--- config.mk ---
export PLATFORM = sky130hd
export DESIGN_NAME = receive_buffer_ring_consumer
export DESIGN_NICKNAME = d
export VERILOG_FILES = /design/src/sv/rbrc_pkg.sv /design/src/sv/rbrc_dequeue.sv /design/src/sv/receive_buffer_ring_consumer.sv
export SDC_FILE = /design/constraint.sdc
export NUM_CORES = 2
export LEC_CHECK = 0
export BUFFER_PORTS_ARGS = -buffer_cell sky130_fd_sc_hd__buf_2
export CORE_MARGIN = 2
export CORE_UTILIZATION = 55
export CTS_CLUSTER_SIZE = 30
export DETAILED_ROUTE_END_ITERATION = 8
export PLACE_DENSITY = 0.7
export RECOVER_POWER = 50
export SLEW_MARGIN = 0
export SYNTH_ARGS = -nofsm -noshare
export SYNTH_HDL_FRONTEND = slang
export SYNTH_SLANG_ARGS = --single-unit
--- constraint.sdc ---
create_clock -name clk -period 12.2 [get_ports clk]
set_input_delay 0 -clock clk [delete_from_list [all_inputs] [get_ports clk]]
set_output_delay 0 -clock clk [all_outputs]
set_load 0.02 [all_outputs]
--- src/sv/rbrc_pkg.sv ---
// shared types and constants of the receive buffer ring consumer
`timescale 1ns / 1ps
`default_nettype none
package rbrc_pkg;

    localparam int RING_DEPTH_DEF = 64;
    localparam int DATA_W         = 16;
    localparam int IDX_W          = 6;
    localparam int CNT_W          = 7;
    localparam int CFG_IDX_W      = 2;

    localparam logic [DATA_W-1:0] BUF_SIZE_RESET = 16'd4096;
    localparam logic [CNT_W-1:0]  BUF_COUNT_RESET = 7'd64;
    localparam logic [DATA_W-1:0] SCRATCH_RESET  = 16'd8192;
    localparam logic [DATA_W-1:0] RESIDUAL_RESET = 16'd4096;

    localparam logic [1:0] REQ_FILL    = 2'd0;
    localparam logic [1:0] REQ_DEQUEUE = 2'd1;
    localparam logic [1:0] REQ_RECYCLE = 2'd2;

    localparam logic [CFG_IDX_W-1:0] CFG_BUFFER_SIZE  = 2'd0;
    localparam logic [CFG_IDX_W-1:0] CFG_BUFFER_COUNT = 2'd1;
    localparam logic [CFG_IDX_W-1:0] CFG_SCRATCH_CAP  = 2'd2;

    typedef enum logic [2:0] {
        STAT_NO_DATA  = 3'd0,
        STAT_DATA     = 3'd1,
        STAT_STRADDLE = 3'd2,
        STAT_RECYCLED = 3'd3,
        STAT_BAD_ARG  = 3'd4,
        STAT_FILLED   = 3'd5
    } status_t;

    typedef enum logic [1:0] {
        S_CLEAR,
        S_IDLE,
        S_READ_NEXT,
        S_EXEC
    } fsm_t;

    typedef struct packed {
        status_t           status;
        logic              advance;
        logic              to_next;
        logic              auto_recycled;
        logic [DATA_W-1:0] first_offset;
        logic [DATA_W-1:0] bytes_filled;
        logic [DATA_W-1:0] old_tail_length;
        logic [DATA_W-1:0] new_head_length;
        logic [DATA_W-1:0] consumed_next;
    } deq_result_t;

endpackage
`default_nettype wire

--- src/sv/rbrc_dequeue.sv ---
// dequeue decision: straddle, auto recycle and new byte accounting
`timescale 1ns / 1ps
`default_nettype none
module rbrc_dequeue
    import rbrc_pkg::*;
(
    input  wire logic [DATA_W-1:0] req_size,
    input  wire logic [DATA_W-1:0] scratch_cap,
    input  wire logic [DATA_W-1:0] consumed,
    input  wire logic [DATA_W-1:0] next_resid,
    input  wire logic [DATA_W-1:0] head_resid,
    input  wire logic              single_ring,
    output deq_result_t            result
);

    always_comb
    begin
        logic [DATA_W-1:0] tail_bytes;
        logic [DATA_W-1:0] head_bytes;
        logic [DATA_W-1:0] c_old;
        logic [DATA_W-1:0] room;
        logic [DATA_W-1:0] c_new;
        logic [DATA_W-1:0] res;
        logic [DATA_W-1:0] total;
        logic [DATA_W-1:0] base;
        logic              go_straddle;
        logic              recycle;

        tail_bytes = (req_size > consumed) ? req_size - consumed : '0;
        head_bytes = (req_size > next_resid) ? req_size - next_resid : '0;
        go_straddle = 1'b0;
        recycle = 1'b0;
        // next buffer has data once its residual moved off the full size
        if (next_resid != req_size)
        begin
            if (scratch_cap != '0 && (tail_bytes != '0 || head_bytes != '0))
                go_straddle = 1'b1;
            else
                recycle = 1'b1;
        end
        c_old = (tail_bytes < scratch_cap) ? tail_bytes : scratch_cap;
        room = scratch_cap - c_old;
        c_new = (head_bytes < room) ? head_bytes : room;

        if (recycle)
        begin
            // in a single-buffer ring the next buffer is the head itself: it was just rewritten with the full size
            res = single_ring ? req_size : next_resid;
            base = '0;
        end
        else
        begin
            res = head_resid;
            base = consumed;
        end
        total = (res <= req_size) ? req_size - res : '0;

        result = '0;
        if (go_straddle)
        begin
            result.status = STAT_STRADDLE;
            result.advance = 1'b1;
            result.to_next = 1'b0;
            result.auto_recycled = 1'b1;
            result.bytes_filled = c_old + c_new;
            result.old_tail_length = c_old;
            result.new_head_length = c_new;
            result.consumed_next = c_new;
        end
        else if (total <= base)
        begin
            result.status = STAT_NO_DATA;
            result.advance = recycle;
            result.to_next = recycle;
            result.auto_recycled = recycle;
            result.consumed_next = base;
        end
        else
        begin
            result.status = STAT_DATA;
            result.advance = recycle;
            result.to_next = recycle;
            result.auto_recycled = recycle;
            result.first_offset = base;
            result.bytes_filled = total;
            result.consumed_next = total;
        end
    end

endmodule
`default_nettype wire

--- src/sv/receive_buffer_ring_consumer.sv ---
// top level: residual count memory, head and consumed registers, request sequencer
// fill report, recycle and bad requests: result in the cycle after accept, busy stays low
// dequeue: busy through S_READ_NEXT and S_EXEC, result registered from S_EXEC; one read port reads the
//   head entry, then the next; a head beyond a reduced count stays in S_READ_NEXT for each fold
// results appear for one cycle on done; the receiver cannot stall
// after reset a clearing pass loads every entry in turn with 4096 (busy high)
`timescale 1ns / 1ps
`default_nettype none
module receive_buffer_ring_consumer
    import rbrc_pkg::*;
(
    input  wire logic                 clk,
    input  wire logic                 rst_n,
    input  wire logic                 cfg_write,
    input  wire logic [CFG_IDX_W-1:0] cfg_index,
    input  wire logic [DATA_W-1:0]    cfg_data,
    input  wire logic                 start,
    output logic                      busy,
    input  wire logic [1:0]           req_type,
    input  wire logic [IDX_W-1:0]     buffer_index,
    input  wire logic [DATA_W-1:0]    residual_count,
    output logic                      done,
    output logic [2:0]                status,
    output logic [IDX_W-1:0]          result_index,
    output logic [DATA_W-1:0]         first_offset,
    output logic [DATA_W-1:0]         bytes_filled,
    output logic [DATA_W-1:0]         old_tail_length,
    output logic [DATA_W-1:0]         new_head_length,
    output logic                      auto_recycled,
    output logic [IDX_W-1:0]          head_position
);

    localparam int RING_DEPTH = RING_DEPTH_DEF;
    localparam int ADDR_W = (RING_DEPTH > 1) ? $clog2(RING_DEPTH) : 1;
    localparam logic [ADDR_W-1:0] LAST_ADDR = ADDR_W'(RING_DEPTH - 1);

    logic [DATA_W-1:0] mem [RING_DEPTH];
    logic [DATA_W-1:0] mem_rdata_reg;
    logic              mem_we;
    logic [ADDR_W-1:0] mem_waddr;
    logic [DATA_W-1:0] mem_wdata;
    logic              mem_re;
    logic [ADDR_W-1:0] mem_raddr;

    logic [DATA_W-1:0] buf_size_reg;
    logic [CNT_W-1:0]  buf_count_reg;
    logic [DATA_W-1:0] scratch_reg;

    fsm_t              state_reg, state_next;
    logic [ADDR_W-1:0] clr_addr_reg;
    logic [IDX_W-1:0]  head_reg, head_next;
    logic [DATA_W-1:0] cons_reg, cons_next;
    logic [DATA_W-1:0] head_resid_reg;
    logic [CNT_W-1:0]  wrap_reg, wrap_next;

    logic              done_reg, done_next;
    status_t           status_reg, status_next;
    logic [IDX_W-1:0]  index_reg, index_next;
    logic [DATA_W-1:0] start_reg, start_next;
    logic [DATA_W-1:0] filled_reg, filled_next;
    logic [DATA_W-1:0] tail_reg, tail_next;
    logic [DATA_W-1:0] nhead_reg, nhead_next;
    logic              auto_reg, auto_next;
    logic [IDX_W-1:0]  hpos_reg, hpos_next;

    logic [CNT_W-1:0]  live_cnt;
    logic [CNT_W-1:0]  head_inc;
    logic [IDX_W-1:0]  next_idx;
    logic [IDX_W-1:0]  deq_next;
    logic              accept;
    logic              idx_in_range;
    deq_result_t       deq;

    // count in use, clamped to 1..RING_DEPTH
    always_comb
    begin
        if (buf_count_reg == '0)
            live_cnt = CNT_W'(1);
        else if (int'(buf_count_reg) > RING_DEPTH)
            live_cnt = CNT_W'(RING_DEPTH);
        else
            live_cnt = buf_count_reg;
    end

    assign head_inc = {1'b0, head_reg} + CNT_W'(1);
    assign next_idx = (head_inc == live_cnt) ? '0 : head_inc[IDX_W-1:0];
    assign deq_next = wrap_reg[IDX_W-1:0];
    assign idx_in_range = ({1'b0, buffer_index} < live_cnt);
    assign busy = (state_reg != S_IDLE);
    assign accept = start && !busy;

    rbrc_dequeue u_dequeue (
        .req_size    (buf_size_reg),
        .scratch_cap (scratch_reg),
        .consumed    (cons_reg),
        .next_resid  (mem_rdata_reg),
        .head_resid  (head_resid_reg),
        .single_ring (deq_next == head_reg),
        .result      (deq)
    );

    always_ff @(posedge clk)
    begin
        if (mem_we)
            mem[mem_waddr] <= mem_wdata;
        if (mem_re)
            mem_rdata_reg <= mem[mem_raddr];
    end

    always_ff @(posedge clk or negedge rst_n)
    begin
        if (!rst_n)
        begin
            buf_size_reg <= BUF_SIZE_RESET;
            buf_count_reg <= BUF_COUNT_RESET;
            scratch_reg <= SCRATCH_RESET;
        end
        else if (cfg_write)
        begin
            unique case (cfg_index)
                CFG_BUFFER_SIZE:  buf_size_reg <= cfg_data;
                CFG_BUFFER_COUNT: buf_count_reg <= cfg_data[CNT_W-1:0];
                CFG_SCRATCH_CAP:  scratch_reg <= cfg_data;
                default: ;
            endcase
        end
    end

    always_ff @(posedge clk or negedge rst_n)
    begin
        if (!rst_n)
        begin
            state_reg <= S_CLEAR;
            clr_addr_reg <= '0;
            head_reg <= '0;
            cons_reg <= '0;
            wrap_reg <= '0;
            done_reg <= 1'b0;
        end
        else
        begin
            state_reg <= state_next;
            if (state_reg == S_CLEAR)
                clr_addr_reg <= clr_addr_reg + ADDR_W'(1);
            head_reg <= head_next;
            cons_reg <= cons_next;
            wrap_reg <= wrap_next;
            done_reg <= done_next;
        end
    end

    always_ff @(posedge clk)
    begin
        if (state_reg == S_READ_NEXT)
            head_resid_reg <= mem_rdata_reg;
        status_reg <= status_next;
        index_reg <= index_next;
        start_reg <= start_next;
        filled_reg <= filled_next;
        tail_reg <= tail_next;
        nhead_reg <= nhead_next;
        auto_reg <= auto_next;
        hpos_reg <= hpos_next;
    end

    always_comb
    begin
        state_next = state_reg;
        head_next = head_reg;
        cons_next = cons_reg;
        wrap_next = wrap_reg;
        mem_we = 1'b0;
        mem_waddr = ADDR_W'(head_reg);
        mem_wdata = buf_size_reg;
        mem_re = 1'b0;
        mem_raddr = ADDR_W'(head_reg);
        done_next = 1'b0;
        status_next = STAT_BAD_ARG;
        index_next = buffer_index;
        start_next = '0;
        filled_next = '0;
        tail_next = '0;
        nhead_next = '0;
        auto_next = 1'b0;
        hpos_next = head_reg;

        unique case (state_reg)
            S_CLEAR:
            begin
                mem_we = 1'b1;
                mem_waddr = clr_addr_reg;
                mem_wdata = RESIDUAL_RESET;
                if (clr_addr_reg == LAST_ADDR)
                    state_next = S_IDLE;
            end
            S_IDLE:
            begin
                if (accept)
                begin
                    done_next = 1'b1;
                    case (req_type)
                        REQ_FILL:
                        begin
                            if (idx_in_range)
                            begin
                                mem_we = 1'b1;
                                mem_waddr = ADDR_W'(buffer_index);
                                mem_wdata = residual_count;
                                status_next = STAT_FILLED;
                            end
                        end
                        REQ_RECYCLE:
                        begin
                            if (idx_in_range && buffer_index == head_reg)
                            begin
                                mem_we = 1'b1;
                                mem_waddr = ADDR_W'(buffer_index);
                                head_next = next_idx;
                                cons_next = '0;
                                status_next = STAT_RECYCLED;
                                hpos_next = next_idx;
                            end
                        end
                        REQ_DEQUEUE:
                        begin
                            // head entry first, next entry from S_READ_NEXT once the index is folded
                            done_next = 1'b0;
                            mem_re = 1'b1;
                            wrap_next = (head_inc == live_cnt) ? '0 : head_inc;
                            state_next = S_READ_NEXT;
                        end
                        default: ;
                    endcase
                end
            end
            S_READ_NEXT:
            begin
                // head beyond a reduced count: fold the next index back one count at a time
                if (wrap_reg >= live_cnt)
                    wrap_next = wrap_reg - live_cnt;
                else
                begin
                    mem_re = 1'b1;
                    mem_raddr = ADDR_W'(deq_next);
                    state_next = S_EXEC;
                end
            end
            S_EXEC:
            begin
                state_next = S_IDLE;
                mem_we = deq.advance;
                cons_next = deq.consumed_next;
                if (deq.advance)
                    head_next = deq_next;
                done_next = 1'b1;
                status_next = deq.status;
                index_next = deq.to_next ? deq_next : head_reg;
                start_next = deq.first_offset;
                filled_next = deq.bytes_filled;
                tail_next = deq.old_tail_length;
                nhead_next = deq.new_head_length;
                auto_next = deq.auto_recycled;
                hpos_next = deq.advance ? deq_next : head_reg;
            end
            default: ;
        endcase
    end

    assign done = done_reg;
    assign status = status_reg;
    assign result_index = index_reg;
    assign first_offset = start_reg;
    assign bytes_filled = filled_reg;
    assign old_tail_length = tail_reg;
    assign new_head_length = nhead_reg;
    assign auto_recycled = auto_reg;
    assign head_position = hpos_reg;

endmodule
`default_nettype wire
Word level (Yosys, flattened, before mapping)
Memories as Yosys holds them, arrays and structs flattened. A register that Yosys moved wholly into a read port is not among the register bits.
Index checks and enable logic that the tools add are counted.

storage, ports and cells
  output and inout port bits = 82
  bits in writable memories = 1024
  bits of input ports = 46
  memories = 1
  flip-flop bits (word level) = 173
  bits in latches = 0
  bits in read-only memories = 0

memories
  memory  words  width  rd ports  clocked after Yosys merged registers in  wr ports  RTL line                            text
  mem     64     16     1         1                                        1         receive_buffer_ring_consumer.sv:37  logic [DATA_W-1:0] mem [RING_DEPTH];

cells by class
  div/mod/pow operators = 0
  multipliers = 0
  shifts and indexed selects = 0
  bitwise logic cells = 1
  magnitude comparators = 9
  muxes and demuxes = 72
  reductions and logical operators = 22
  add/subtract/negate cells = 8
  equal/unequal tests = 20

operators with widths
  operator                                                number
  two-way mux 16 bit                                      18
  two-way mux 6 bit                                       12
  one-hot mux 16 bit (2 select lines)                     2
  subtractor 16 bit                                       4
  nonzero test 16 bit                                     3
  two-way mux 7 bit                                       6
  one-hot mux 6 bit (2 select lines)                      3
  > comparator 16 bit                                     2
  <= comparator 16 bit                                    2
  less-than comparator 16 bit                             2
  adder 16 bit                                            1
  inequality test 16 bit                                  1
  two-way mux 1 bit                                       15
  one-hot mux 7 bit (2 select lines)                      1
  equality test 6 bit                                     2
  one-hot mux 3 bit (2 select lines)                      2
  AND reduction 4 bit                                     3
  equality test 2 bit (second input constant)             4
  two-way mux 2 bit                                       4
  inequality test 2 x 1 -> 1 bit (second input constant)  4
  inequality test 2 bit (second input constant)           4
  one-hot mux 2 bit (4 select lines)                      1
  AND reduction 2 bit                                     4
  adder 6 x 1 -> 7 bit (second input constant)            1
  21 further kinds                                        31

Depth between registers and ports, before layout
  depth in word-level cells = 16
  mapped depth = 54

Modules after synthesis
From an unflattened synthesis, not the netlist that was laid out.

unflattened totals
  cell total of the unflattened synthesis = 4136
  area, all modules = 55012.8 sq um

modules (own cells, without submodules)
  module                        cells each  instances  area each (sq um)
  receive_buffer_ring_consumer  3052        1          47753.3
  rbrc_dequeue                  1084        1          7259.5

Least setup slack after synthesis
Ideal clock, no wire load.

  kind = register to register
  start point = register buf_size_reg[2]
  end point = register filled_reg[12] (netlist: bytes_filled[12])
  library setup time = 124 ps
  buffers on the path = 7
  arrival = 10448 ps
  stages on the path, launching flop included = 50
  slack = 1628 ps
  data required time = 12076 ps
  path through = dfrtp_1 > ha_1 > and3b_1 > o21ai_1 > a211oi_1 > a311oi_1 > o31ai_1 > mux2i_1 > ha_1 > a211oi_1 > o221ai_1 > o21ai_0 > o21ai_1 > nor2_1 > clkbuf_1 > clkbuf_1 > clkbuf_1 > a21oi_1 > (+14 left out) > nand3_1 > o31a_1 > clkbuf_1 > clkbuf_1 > buf_1 > clkbuf_1 > nor2_1 > a21oi_1 > ha_1 > fa_1 > inv_1 > maj3_2 > maj3_2 > o311ai_4 > a41oi_4 > nand2b_1 > a31oi_1 > a31oi_1

on the way
  longest elaborated chain between the ends = 13

RTL lines
  item                                                                        RTL line                             text
  start, declared                                                             receive_buffer_ring_consumer.sv:45   logic [DATA_W-1:0] buf_size_reg;
  start signal, assigned                                                      receive_buffer_ring_consumer.sv:121  CFG_BUFFER_SIZE: buf_size_reg <= cfg_data;
  parallel branches: the longest is 12 deep, another holds subtractor 16 bit  -
  two-way mux 16 bit (*)                                                      rbrc_dequeue.sv:59                   if (go_straddle)
  end signal, assigned                                                        receive_buffer_ring_consumer.sv:159  filled_reg <= filled_next;
  end, declared                                                               receive_buffer_ring_consumer.sv:60   logic [DATA_W-1:0] filled_reg, filled_next;

Mark *: on every way between the ends.
A chain may end at the register's enable or synchronous reset.

Final worst setup path
  start point = register buf_size_reg[0]
  end point = register cons_reg[15]

on the way
  longest elaborated chain between the ends = 14

RTL lines
  item                                                              RTL line                                text
  subtractor 16 bit (tied with other cells)                         rbrc_dequeue.sv:29                      tail_bytes = (req_size > consumed) ? req_size - consumed : '0;
  two-way mux 16 bit, on equally long branches                      rbrc_dequeue.sv:29, rbrc_dequeue.sv:30
  nonzero test 16 bit                                               rbrc_dequeue.sv:36                      if (scratch_cap != '0 && (tail_bytes != '0 || head_bytes != '0))
  logical OR 1 bit                                                  rbrc_dequeue.sv:36
  logical AND 1 bit                                                 rbrc_dequeue.sv:36
  two-way mux 1 bit                                                 rbrc_dequeue.sv:36
  two-way mux 1 bit                                                 rbrc_dequeue.sv:34                      if (next_resid != req_size)
  two-way mux 16 bit                                                rbrc_dequeue.sv:45                      if (recycle)
  subtractor 16 bit / <= comparator 16 bit (equally long branches)  rbrc_dequeue.sv:56                      total = (res <= req_size) ? req_size - res : '0;
  two-way mux 16 bit                                                rbrc_dequeue.sv:56
  <= comparator 16 bit                                              rbrc_dequeue.sv:70                      else if (total <= base)
  two-way mux 16 bit                                                rbrc_dequeue.sv:70
  two-way mux 16 bit (*)                                            rbrc_dequeue.sv:59
  one-hot mux 16 bit (2 select lines) (*)                           receive_buffer_ring_consumer.sv:187     unique case (state_reg)
  end signal, assigned                                              receive_buffer_ring_consumer.sv:146     cons_reg <= cons_next;
  end, declared                                                     receive_buffer_ring_consumer.sv:52      logic [DATA_W-1:0] cons_reg, cons_next;

Every way passes the cells marked *; elsewhere a longest branch is shown, timed or not.

==> summary.txt <==
Run status
  – Outcome: finished with violations
  – Failing checks: max-capacitance violations, max-slew violations

GRT
  – Number of global-route vias before repair: 31,245
  – All-layer global routing usage: 0.2821
  – First-pass GRT wire length: 205.4 mm
  – Largest net degree at the start of global routing: 120
  – Initial antenna violation count: 2
  – Total congestion overflow: 0

Clock tree
  – Max clock buf depth: 3
  – Post-CTS Setup Bufs: 0
  – CTS H-tree depth: 3
  – CTS clk-pin slew, worst paths: 0.07 ns
  – Num CTS Buffers: 117
  – Hold Buf Count CTS: 32
  – Num Clock Sinks: 1,213
  – CTS root buf: clkbuf_16
  – Post-cts sizing count: 0
  – Clock Latency Late Sink: 0.70 ns
  – CTS tree: yes

Place
  – Setup WS pre-CTS: 1.153 ns
  – GPL Wtd Cong: 0.9666
  – Buffers on Ports: 127
  – Post-DP HPWL: 90.14 mm

Synth
  – Most used flip-flop cell after synthesis: edfxtp_1
  – Number of synthesized flops with an enable pin: 1,056
  – Yosys top cell area share: 0.5978
  – Avg Inst Size Synth: 15.52 sq um
  – Sequential share of the synthesized area: 0.6644
  – Asr flop ratio synth: 0.06348
  – Post-Syn Nets: 3,607
  – Synthesized cell area: 53,040 sq um
  – Post-Synthesis Cells: 3,418
  – Largest cells by area after synthesis: edfxtp_1, mux4_2, dfrtp_1
  – Ys Warns: 0
  – Post-synth top area cell: edfxtp_1
  – Register bit count reported by yosys: 1,213
  – Synth unique cells: 92

STA
  – RSZ-0062 raised after global routing: false
  – Final max-slew violation count: 1,110
  – Endpoints failing setup: 0
  – Fmax: 88.32 MHz
  – Min cycle time layout: 11.32 ns
  – Setup ws final: 0.8778 ns
  – Total negative setup slack: 0 ns
  – Slew of the pin with the lowest slew margin: 4.182 ns
  – Final period utilization: 0.9280
  – Final hold violation count: 0
  – Worst hold slack: 0.1231 ns
  – Max-slew headroom: -1.788
  – Worst Clk Skew: 0.02818 ns

Routing
  – TritonRoute pass-1 iters: 6
  – Total Wirelength: 139.4 mm
  – 1st-iter DRT viols: 4,098
  – Wirelength per Cell: 27.67 um
  – Post-route ant nets: 0
  – DR vias/cell: 6.342
  – Residual DRC: 0
  – Total number of vias: 31,958

Setup path
  – Setup crit start kind: flip-flop
  – Most numerous cell on the critical path: a21oi_1
  – Critical Path Max Stage Delay: 0.54 ns
  – Critical Path AT: 11.93 ns
  – R2R depth: 47
  – Crit-path max FO: 28
  – Critical path class: reg2reg
  – Setup crit end kind: flip-flop
  – CP max stage cell: o41ai_1
  – Critical Path RT: 12.81 ns

Hold path
  – HP Class: in2reg
  – Hold depth: 3

Die
  – Core Rows: 113
  – Core area: 95,290 sq um
  – Die Width: 314.5 um
  – # IOs: 128
  – Starting Density: 0.5566
  – DIE AREA: 98,940 sq um
  – Die Y: 314.5 um

Layout
  – Largest register FFs: 1,024
  – Most frequent cells in the layout: edfxtp_1, mux4_2, nor2_1, nand2_1, a21oi_1
  – Largest reg by FF count: mem
  – Nets: 3,865
  – Share of cells above drive strength 1: 0.1792
  – Layout area overhead: 12.75%
  – Fill count: 6,868
  – Commonest non-fill, non-tap cell in the layout: edfxtp_1

Run
  – Max-capacitance violation count: 19
## cell families (layout without fill, tap and decap cells)
family          after synthesis  count (layout)  share of synthesized area
mux                         339             339                     0.1254
simple gates                767             767                    0.06914
other cells                   0               1                          0
buf+inv                     289             644                    0.02088
fa+ha+maj                   146             146                    0.03520
flops                      1213            1213                     0.6644
compound gates              583             583                    0.07159
xor+xnor                     81              81                    0.01338
## area by class of cell
class                      count  area (sq um)  area share
clock buffer                 143          3047     0.05095
antenna                        1         2.502  0.00004184
timing repair buffer         288          1773     0.02965
multi-input combinational   1916         16940      0.2832
inverter                     140         525.5    0.008787
clock inverter                73         691.9     0.01157
sequential                  1213         35240      0.5893
tap                         1265          1583     0.02647
## worst max-delay path: cells and delay by family (launching register included)
family	cells	cell delay, ns
AOI/OAI and AO/OA	27	5.87
xor gates and xnor gates	1	0.35
adders and majority gates	4	1.33
and+or+nand+nor	10	2.41
buffers and inverters	5	0.82
DFF	1	0.41
## routing by layer
layer / up-vias / part of all wire / global-route usage
met3: 250 / 0.091 / 0.05013
met5: - / 0 / 0
met2: 1570 / 0.47 / 0.4395
met4: 0 / 0.033 / 0.08842
li1: 13917 / - / -
met1: 16221 / 0.41 / 0.4096
## cells in the mapped netlist, types with 11 or more instances
| master | count |
|---|---|
| edfxtp_1 | 1056 |
| mux4_2 | 256 |
| nor2_1 | 217 |
| nand2_1 | 215 |
| a21oi_1 | 183 |
| inv_1 | 138 |
| ha_1 | 137 |
| clkbuf_1 | 104 |
| nand3_1 | 96 |
| a22oi_1 | 83 |
| dfxtp_1 | 80 |
| o21ai_0 | 78 |
| dfrtp_1 | 74 |
| xnor2_1 | 62 |
| mux2_2 | 43 |
| nor3_1 | 41 |
| mux2i_1 | 40 |
| buf_1 | 32 |
| nor2b_1 | 30 |
| o21ai_1 | 27 |
| o21a_1 | 26 |
| a21o_1 | 24 |
| and2_1 | 24 |
| nand4_1 | 24 |
| and3_1 | 23 |
| and4_1 | 20 |
| nand2b_1 | 19 |
| xor2_1 | 19 |
| a31oi_1 | 18 |
| a211oi_1 | 17 |
| o31ai_1 | 13 |
| buf_2 | 12 |
| nor4_1 | 12 |
| o211ai_1 | 12 |
| o21bai_1 | 11 |
## through the flow
stage,utilization,cells,cell area (sq um)
5_1_grt,0.6275,5038,59800
3_3_place_gp,0.5873,4790,55970
3_5_place_dp,0.5873,4790,55970
4_1_cts,0.6299,5038,60030
2_1_floorplan,-,3418,53040
6_report,0.6276,5039,59800
## path summary, 6_finish.rpt
kind / from / end / slack (ns)
max: buf_size_reg[0] / cons_reg[15] / 0.88
min: cfg_data[10] / scratch_reg[10] / 0.12
max reg2reg: buf_size_reg[0] / cons_reg[15] / 0.88
min reg2reg: mem_rdata_reg[4] / head_resid_reg[4] / 0.49
max in group asynchronous: rst_n / cons_reg[9] / 8.37
min in group asynchronous: rst_n / head_reg[2] / 0.32
Power is left out: the tool's default activity adds up to more than one toggle a clock period on the data nets, which glitch-free logic cannot reach.
